--- src/rtl/ppp_pkg.sv ---
// package with the phase, status and kind codes and the result struct of the publish parser
`timescale 1ns / 1ps
`default_nettype none

package ppp_pkg;

	// parse phases
	typedef enum logic [2:0] {
		PH_IDLE    = 3'd0,
		PH_LEN     = 3'd1,
		PH_THI     = 3'd2,
		PH_TLO     = 3'd3,
		PH_TOPIC   = 3'd4,
		PH_PID     = 3'd5,
		PH_PAYLOAD = 3'd6
	} phase_t;

	// result status codes
	typedef enum logic [2:0] {
		ST_PARSING  = 3'd0,
		ST_DONE     = 3'd1,
		ST_BAD_TYPE = 3'd2,
		ST_LEN_LONG = 3'd3,
		ST_SHORT    = 3'd4,
		ST_IDLE     = 3'd5
	} status_t;

	// byte classification
	typedef enum logic [1:0] {
		KIND_FRAME   = 2'd0,
		KIND_TOPIC   = 2'd1,
		KIND_PAYLOAD = 2'd2
	} kind_t;

	// accepted fixed headers
	localparam logic [7:0] HDR_QOS0 = 8'h30;
	localparam logic [7:0] HDR_QOS1 = 8'h32;
	localparam logic [7:0] HDR_QOS2 = 8'h34;

	// remaining length field coding
	localparam logic [7:0] LEN_DATA_MASK = 8'h7F;
	localparam logic [7:0] LEN_CONT_BIT  = 8'h80;

	localparam int LEN_W   = 28;
	localparam int TOPIC_W = 16;

	// one result item
	typedef struct packed {
		kind_t                kind;
		logic [7:0]           data;
		logic                 last;
		status_t              status;
		logic                 qos;
		logic [TOPIC_W-1:0]   topic_length;
		logic [LEN_W-1:0]     payload_length;
	} result_t;

endpackage

`default_nettype wire

--- src/rtl/ppp_parse_core.sv ---
// parse state registers and the per-item next state and result logic
`timescale 1ns / 1ps
`default_nettype none

module ppp_parse_core (
	input  wire logic            clk,
	input  wire logic            arst_n,
	input  wire logic            fire,
	input  wire logic [7:0]      data_byte,
	input  wire logic            packet_start,
	output ppp_pkg::result_t     result
);

	ppp_pkg::phase_t                 phase_q, phase_n;
	logic [ppp_pkg::LEN_W-1:0]       rem_q, rem_n;
	logic [1:0]                      lbc_q, lbc_n;
	logic                            qos_q, qos_n;
	logic [ppp_pkg::TOPIC_W-1:0]     topic_q, topic_n;
	logic [ppp_pkg::LEN_W-1:0]       left_q, left_n;
	logic [ppp_pkg::LEN_W-1:0]       plen_q, plen_n;

	logic [ppp_pkg::LEN_W-1:0]       len_group;
	logic [ppp_pkg::LEN_W-1:0]       rem_sum;
	logic [ppp_pkg::LEN_W-1:0]       left_dec;
	logic [ppp_pkg::LEN_W-1:0]       consumed;
	logic [ppp_pkg::TOPIC_W-1:0]     topic_full;
	logic [ppp_pkg::TOPIC_W:0]       vhl_tlo;
	logic [ppp_pkg::TOPIC_W:0]       vhl_cur;
	logic [ppp_pkg::TOPIC_W:0]       topic_end;
	logic [ppp_pkg::LEN_W:0]         tlo_diff;
	logic                            done;

	// shared arithmetic
	always_comb begin
		case (lbc_q)
			2'd0:    len_group = {20'd0, data_byte & ppp_pkg::LEN_DATA_MASK};
			2'd1:    len_group = {14'd0, data_byte[6:0], 7'd0};
			2'd2:    len_group = {7'd0, data_byte[6:0], 14'd0};
			default: len_group = {data_byte[6:0], 21'd0};
		endcase
		rem_sum    = rem_q + len_group;
		left_dec   = left_q - 28'd1;
		consumed   = rem_q - left_dec;
		topic_full = {topic_q[15:8], data_byte};
		vhl_tlo    = {1'b0, topic_full} + (qos_q ? 17'd4 : 17'd2);
		vhl_cur    = {1'b0, topic_q} + (qos_q ? 17'd4 : 17'd2);
		topic_end  = {1'b0, topic_q} + 17'd2;
		tlo_diff   = {1'b0, rem_q} - {12'd0, vhl_tlo};
	end

	// next state and result
	always_comb begin
		phase_n = phase_q;
		rem_n   = rem_q;
		lbc_n   = lbc_q;
		qos_n   = qos_q;
		topic_n = topic_q;
		left_n  = left_q;
		plen_n  = plen_q;
		done    = 1'b0;
		result.kind   = ppp_pkg::KIND_FRAME;
		result.data   = data_byte;
		result.last   = 1'b0;
		result.status = ppp_pkg::ST_PARSING;

		if (packet_start) begin
			rem_n   = '0;
			lbc_n   = '0;
			topic_n = '0;
			left_n  = '0;
			plen_n  = '0;
			if (data_byte == ppp_pkg::HDR_QOS0 || data_byte == ppp_pkg::HDR_QOS1 ||
					data_byte == ppp_pkg::HDR_QOS2) begin
				qos_n   = (data_byte != ppp_pkg::HDR_QOS0);
				phase_n = ppp_pkg::PH_LEN;
			end else begin
				qos_n         = 1'b0;
				phase_n       = ppp_pkg::PH_IDLE;
				result.status = ppp_pkg::ST_BAD_TYPE;
				result.last   = 1'b1;
			end
		end else begin
			case (phase_q)
				ppp_pkg::PH_LEN: begin
					rem_n = rem_sum;
					if ((data_byte & ppp_pkg::LEN_CONT_BIT) != 8'd0) begin
						if (lbc_q == 2'd3) begin
							phase_n       = ppp_pkg::PH_IDLE;
							result.status = ppp_pkg::ST_LEN_LONG;
							result.last   = 1'b1;
						end else begin
							lbc_n = lbc_q + 2'd1;
						end
					end else if (rem_sum < 28'd2) begin
						phase_n       = ppp_pkg::PH_IDLE;
						result.status = ppp_pkg::ST_SHORT;
						result.last   = 1'b1;
					end else begin
						left_n  = rem_sum;
						phase_n = ppp_pkg::PH_THI;
					end
				end
				ppp_pkg::PH_THI: begin
					topic_n = {data_byte, 8'd0};
					left_n  = left_dec;
					phase_n = ppp_pkg::PH_TLO;
				end
				ppp_pkg::PH_TLO: begin
					topic_n = topic_full;
					left_n  = left_dec;
					if (tlo_diff[ppp_pkg::LEN_W]) begin
						phase_n       = ppp_pkg::PH_IDLE;
						result.status = ppp_pkg::ST_SHORT;
						result.last   = 1'b1;
					end else begin
						plen_n = tlo_diff[ppp_pkg::LEN_W-1:0];
						if (left_dec == '0) begin
							done = 1'b1;
						end else if (topic_full != '0) begin
							phase_n = ppp_pkg::PH_TOPIC;
						end else begin
							phase_n = qos_q ? ppp_pkg::PH_PID : ppp_pkg::PH_PAYLOAD;
						end
					end
				end
				ppp_pkg::PH_TOPIC: begin
					result.kind = ppp_pkg::KIND_TOPIC;
					left_n      = left_dec;
					if (consumed == {11'd0, topic_end}) begin
						if (left_dec == '0) begin
							done = 1'b1;
						end else begin
							phase_n = qos_q ? ppp_pkg::PH_PID : ppp_pkg::PH_PAYLOAD;
						end
					end
				end
				ppp_pkg::PH_PID: begin
					left_n = left_dec;
					if (consumed == {11'd0, vhl_cur}) begin
						if (left_dec == '0) begin
							done = 1'b1;
						end else begin
							phase_n = ppp_pkg::PH_PAYLOAD;
						end
					end
				end
				ppp_pkg::PH_PAYLOAD: begin
					result.kind = ppp_pkg::KIND_PAYLOAD;
					left_n      = left_dec;
					if (left_dec == '0) begin
						done = 1'b1;
					end
				end
				default: begin
					phase_n       = ppp_pkg::PH_IDLE;
					result.status = ppp_pkg::ST_IDLE;
				end
			endcase
		end

		// packet complete
		if (done) begin
			phase_n       = ppp_pkg::PH_IDLE;
			result.status = ppp_pkg::ST_DONE;
			result.last   = 1'b1;
		end

		result.qos            = qos_n;
		result.topic_length   = topic_n;
		result.payload_length = plen_n;
	end

	// parse state registers
	always_ff @(posedge clk or negedge arst_n) begin
		if (!arst_n) begin
			phase_q <= ppp_pkg::PH_IDLE;
			rem_q   <= '0;
			lbc_q   <= '0;
			qos_q   <= 1'b0;
			topic_q <= '0;
			left_q  <= '0;
			plen_q  <= '0;
		end else if (fire) begin
			phase_q <= phase_n;
			rem_q   <= rem_n;
			lbc_q   <= lbc_n;
			qos_q   <= qos_n;
			topic_q <= topic_n;
			left_q  <= left_n;
			plen_q  <= plen_n;
		end
	end

endmodule

`default_nettype wire

--- src/rtl/publish_packet_parser_top.sv ---
// top level of the publish packet parser: input register, parse core and result register
//
// Usage: packet bytes enter on the input channel (in_valid, in_stall, data_byte,
// packet_start), packet_start marking the first byte of each packet. Every
// accepted item produces exactly one result item on the output channel
// (out_valid, out_stall and the result fields), in order.
// An accepted item is held in the input register; the parse core computes its
// result combinationally, and the result register loads it when it can
// advance (it is empty or out_stall is low), which raises out_valid.
// Throughput: one item per cycle while out_stall is low; the parse state
// updates as an item moves from the input register to the result register.
// When the receiver raises out_stall the result register holds its item;
// an empty input register still takes one more item and then in_stall rises
// until the result is taken.
// Reset (arst_n low) empties both registers and returns the parser to idle
// with all lengths and the qos flag cleared.
`timescale 1ns / 1ps
`default_nettype none

module publish_packet_parser_top (
	input  wire logic        clk,
	input  wire logic        arst_n,
	input  wire logic        in_valid,
	output logic             in_stall,
	input  wire logic [7:0]  data_byte,
	input  wire logic        packet_start,
	output logic             out_valid,
	input  wire logic        out_stall,
	output logic [1:0]       byte_kind,
	output logic [7:0]       out_byte,
	output logic             last_of_packet,
	output logic [2:0]       status,
	output logic             qos_flag,
	output logic [15:0]      topic_length,
	output logic [27:0]      payload_length
);

	logic               valid_s1;
	logic [7:0]         data_s1;
	logic               start_s1;
	logic               out_valid_q;
	ppp_pkg::result_t   result;
	ppp_pkg::result_t   result_q;
	logic               advance;
	logic               fire_s1;

	// handshake control
	assign advance  = !out_valid_q || !out_stall;
	assign fire_s1  = valid_s1 && advance;
	assign in_stall = valid_s1 && !advance;

	// input register
	always_ff @(posedge clk or negedge arst_n) begin
		if (!arst_n) begin
			valid_s1 <= 1'b0;
		end else if (!in_stall) begin
			valid_s1 <= in_valid;
		end
	end

	always_ff @(posedge clk) begin
		if (in_valid && !in_stall) begin
			data_s1  <= data_byte;
			start_s1 <= packet_start;
		end
	end

	// parse core
	ppp_parse_core u_core (
		.clk          (clk),
		.arst_n       (arst_n),
		.fire         (fire_s1),
		.data_byte    (data_s1),
		.packet_start (start_s1),
		.result       (result)
	);

	// result register
	always_ff @(posedge clk or negedge arst_n) begin
		if (!arst_n) begin
			out_valid_q <= 1'b0;
		end else if (advance) begin
			out_valid_q <= valid_s1;
		end
	end

	always_ff @(posedge clk) begin
		if (fire_s1) begin
			result_q <= result;
		end
	end

	// output ports
	assign out_valid      = out_valid_q;
	assign byte_kind      = result_q.kind;
	assign out_byte       = result_q.data;
	assign last_of_packet = result_q.last;
	assign status         = result_q.status;
	assign qos_flag       = result_q.qos;
	assign topic_length   = result_q.topic_length;
	assign payload_length = result_q.payload_length;

endmodule

`default_nettype wire

--- config.mk ---
export PLATFORM = sky130hd
export DESIGN_NAME = publish_packet_parser_top
export DESIGN_NICKNAME = d
export VERILOG_FILES = /design/src/rtl/ppp_pkg.sv /design/src/rtl/ppp_parse_core.sv /design/src/rtl/publish_packet_parser_top.sv
export SDC_FILE = /design/constraint.sdc
export NUM_CORES = 1
export LEC_CHECK = 0
export BUFFER_PORTS_ARGS = -buffer_cell sky130_fd_sc_hd__buf_2
export CAP_MARGIN = 25
export CORE_ASPECT_RATIO = 0.75
export CORE_MARGIN = 1.5
export CORE_UTILIZATION = 55
export DETAILED_ROUTE_END_ITERATION = 6
export PLACE_DENSITY = 0.75
export SETUP_SLACK_MARGIN = 0.2
export SYNTH_ARGS = -nofsm -noshare
export SYNTH_HDL_FRONTEND = slang
export SYNTH_SLANG_ARGS = --single-unit
--- constraint.sdc ---
create_clock -name clk -period 5.2 [get_ports clk]
set_input_delay 1.04 -clock clk [delete_from_list [all_inputs] [get_ports clk]]
set_output_delay 1.04 -clock clk [all_outputs]
set_load 0.01 [all_outputs]
==> results.tsv <==
stage	metric	value	unit
place	detailed_place_hpwl	38.1	mm
global_routing	grt_max_degree	59	
global_routing	grt_pass1_wl	77.9	mm
final_layout	drive_above_1_share	21.2	%
worst_setup_path	critical_path.max_stage_delay	0.43	ns
clocking	clk_pin_slew	0.07	ns
power_and_ir_drop	leakage	7.73	nW
synthesis	yosysSeqAreaShare	31.2	%
drt	first_pass_iters	6	
drt	drt_iter0_drc	1575	
drt	via_per_inst	6.59	
flow_run	cap_violations	0	
timing	setup_viol	0	
synthesis	synth_fp_nets	1871	
timing	final.setup_skew	0.00922	ns
global_routing	grt_pass1_vias	13878	
drt	wirelength	51.2	mm
timing	tns	0	ns
clocking	cts_tree	built	
synthesis	synthFlopType	dfrtp_1	
power_and_ir_drop	ir_drop	0.227	mV
place	place.gp.congestion	0.995	
die	die_h	147	um
global_routing	antenna_found_initial	0	
timing	max_slew_margin	32.8	%
global_routing	track_usage	34.7	%
clocking	cts_sinks	176	
synthesis	synth-edff-count	68	
synthesis	ys_types	106	
clocking	clock_path_buffers	2	
worst_setup_path	crit_family	simple AND/OR/NAND/NOR gates	
final_layout	utilization	66.9	%
drt	remaining_drc_errors	0	
worst_setup_path	path_common_cell	a21oi_2	
worst_setup_path	startpoint_type	flip-flop	
place	numPlacedInstances	2227	
outcome	status	complete, no violations	
power_and_ir_drop	power.density	298	nW/um^2
final_layout	fin_cells	2290	
timing	period_minus_slack	4.96	ns
worst_setup_path	worst-path-buf-inv	1	
timing	hold_viol_final	0	
clocking	ctsHoldBuffers	0	
die	io_pins	74	
clocking	clock_latency	0.44	ns
die	core	27100	um^2
global_routing	overflow	0	
die	fp-row-count	52	
worst_setup_path	r2r_slack	0.24	ns
clocking	htreeDepth	4	
synthesis	syn_avg_cell_area	8.52	um^2
drt	ant_nets	0	
hold_path	hold_path.class	flip-flop to flip-flop	
worst_setup_path	path_max_fanout	6	
clocking	cts-root-buf	clkbuf_16	
worst_setup_path	slowest_stage	or3_4	
power_and_ir_drop	total_power	5.41	mW
drt	num_vias	15099	
place	postPlaceCellArea	16500	um^2
final_layout	area_growth_syn_to_layout	19.1	%
worst_setup_path	required	5.52	ns
clocking	cts_buffers	17	
timing	maxSlewViolCount	0	
synthesis	syn_inst	1784	
die	dieArea	28700	um^2
die	die_w	195	um
die	start_util	56.2	%
synthesis	synthArstFlopShare	61.4	%
synthesis	ys_ff_latch	176	
timing	clock.fmax	201	MHz
worst_setup_path	cp-end-kind	flip-flop	
timing	fin_crit_sh	95.5	%
worst_setup_path	critical_path_class	flip-flop to flip-flop	
final_layout	num-nets-final	2013	
synthesis	yosys_warnings	0	
timing	grt_setup_unrepaired	yes	
timing	worst_pin_slew	1.00	ns
synthesis	syn_area	15200	um^2
worst_setup_path	crit_chain	or3_4, or3_4, xor2_4, ha_4, a21oi_2, nand3_1, a41o_1, a31o_4, a31o_4, buf_6, o22ai_4, nor3_2, a2111oi_2, nand4b_1, nor4_2, nand4_1, a21oi_2, a21oi_2, mux2_1	
place	io_buffers	73	
worst_setup_path	arrival	5.29	ns
drt	wl_per_cell	22.3	um
final_layout	antenna_cells	0	
final_layout	design_area	18100	um^2
[cell usage after synthesis (9+ instances only)]
cell | instances | area [um^2]
a21o_1 | 18 | 135
and2_1 | 47 | 294
o31ai_1 | 24 | 180
o21ai_0 | 98 | 490
mux2i_1 | 22 | 220
mux2_2 | 11 | 124
nand2_1 | 209 | 785
nand3_1 | 49 | 245
nand4_1 | 30 | 188
nor3_1 | 65 | 325
dfrtp_1 | 108 | 2700
a31oi_1 | 17 | 106
or4_1 | 15 | 113
xor2_1 | 43 | 377
a21oi_1 | 109 | 546
nor4_1 | 24 | 150
inv_1 | 41 | 154
o211ai_1 | 10 | 75.1
o2111ai_1 | 11 | 96.3
and3_1 | 30 | 188
clkbuf_1 | 74 | 278
a211oi_1 | 14 | 105
or3_1 | 17 | 106
nor2_1 | 160 | 601
o21a_1 | 16 | 120
nor2b_1 | 14 | 87.6
ha_1 | 69 | 863
edfxtp_1 | 68 | 2040
buf_2 | 9 | 45.0
nand2b_1 | 25 | 156
a211o_1 | 9 | 78.8
a22o_1 | 28 | 245
xnor2_1 | 89 | 780
[metrics by stage]
stage / worst slack [ns] / hold slack [ns]
final: 0.236 / 0.480
after global routing: 0.0868 / 0.515
after CTS: 0.204 / 0.481
after detailed placement: -0.128 / 0.463
after global placement: -0.116 / 0.458
after floorplan: 0.236 / 0.424
[power by group]
group / internal [mW] / switching, mW / leakage (nW) / total (mW)
Combinational: 0.956 / 1.39 / 5.24 / 2.35
Sequential: 1.51 / 0.0413 / 2.16 / 1.55
Clock: 0.911 / 0.593 / 0.327 / 1.50
[cells by family (layout without fill, tap and decap cells)]
family	Yosys count	in the layout	share of synthesized area, %
AO/OA/AOI/OAI	461	461	20.8
XOR/XNOR	146	146	9.64
adder cells (fa/ha/maj)	80	80	6.74
buffers and inverters	136	291	3.73
flip-flops	176	176	31.2
multiplexers	35	35	2.41
AND/OR/NAND/NOR	750	750	25.5
[repair_timing]
| item | CTS | global route |
|---|---|---|
| setup endpoints to repair | 33 | 42 |
| gates cloned | 1 | 1 |
| gates resized for setup | 21 | 102 |
| pin swaps | 5 | 48 |
| setup buffers | 7 | 22 |
[worst reg2reg max path: cells and delay by family, from the launching register on]
kind / cells / cell delay, ns
AND/OR/NAND/NOR: 7 / 1.82
adder cells (fa/ha/maj): 1 / 0.26
buffers and inverters: 1 / 0.13
XOR/XNOR: 1 / 0.17
AO/OA/AOI/OAI: 8 / 1.73
flip-flops: 1 / 0.38
multiplexers: 1 / 0.35
[routing by layer]
layer,global-route usage (%),up-vias,routed length (um)
met5,0,-,0
met3,7.32,125,4990
met4,10.1,0,1440
li1,-,6865,-
met2,52.0,787,22400
met1,50.4,7322,22300
[flip-flops by register name, summed over array words and instances, names as in the netlist, 2 cells and up]
register,cells
u_core.plen_q,28
u_core.topic_q,16
payload_length,28
data_s1,8
u_core.phase_q,3
u_core.left_q,28
status,3
topic_length,16
u_core.lbc_q,2
byte_kind,2
u_core.rem_q,28
out_byte,8
[path summary, 6_finish.rpt]
kind | startpoint | to | depth (start not counted)
max | u_core.left_q[3] | u_core.phase_q[1] | 19
min | u_core.plen_q[6] | u_core.plen_q[6] | 2
max reg2reg | u_core.left_q[3] | u_core.phase_q[1] | 19
min reg2reg | u_core.plen_q[6] | u_core.plen_q[6] | 2
max in group asynchronous | arst_n | u_core.plen_q[16] | 2
min in group asynchronous | arst_n | u_core.topic_q[13] | 1
[layout by cell type, fill, tap and decap left out, types with 27 or more instances in the layout]
| cell | instances |
|---|---|
| nand2_1 | 207 |
| nor2_1 | 158 |
| buf_4 | 134 |
| dfrtp_1 | 108 |
| a21oi_1 | 98 |
| o21ai_0 | 94 |
| xnor2_1 | 80 |
| buf_2 | 72 |
| edfxtp_1 | 68 |
| ha_1 | 62 |
| nor3_1 | 58 |
| nand3_1 | 47 |
| and2_1 | 47 |
| xor2_1 | 40 |
| inv_1 | 38 |
| nand4_1 | 30 |
| and3_1 | 28 |
| a22o_1 | 27 |
[layout make-up]
class / instances / area [um^2]
inverter: 42 / 159
multi-input combinational: 1472 / 10500
timing repair buffer: 217 / 1560
clock buffer: 18 / 429
tap: 351 / 439
sequential: 176 / 4740
fill: 2206 / 8950
clock inverter: 14 / 245
(Power assumes the default switching activity.)
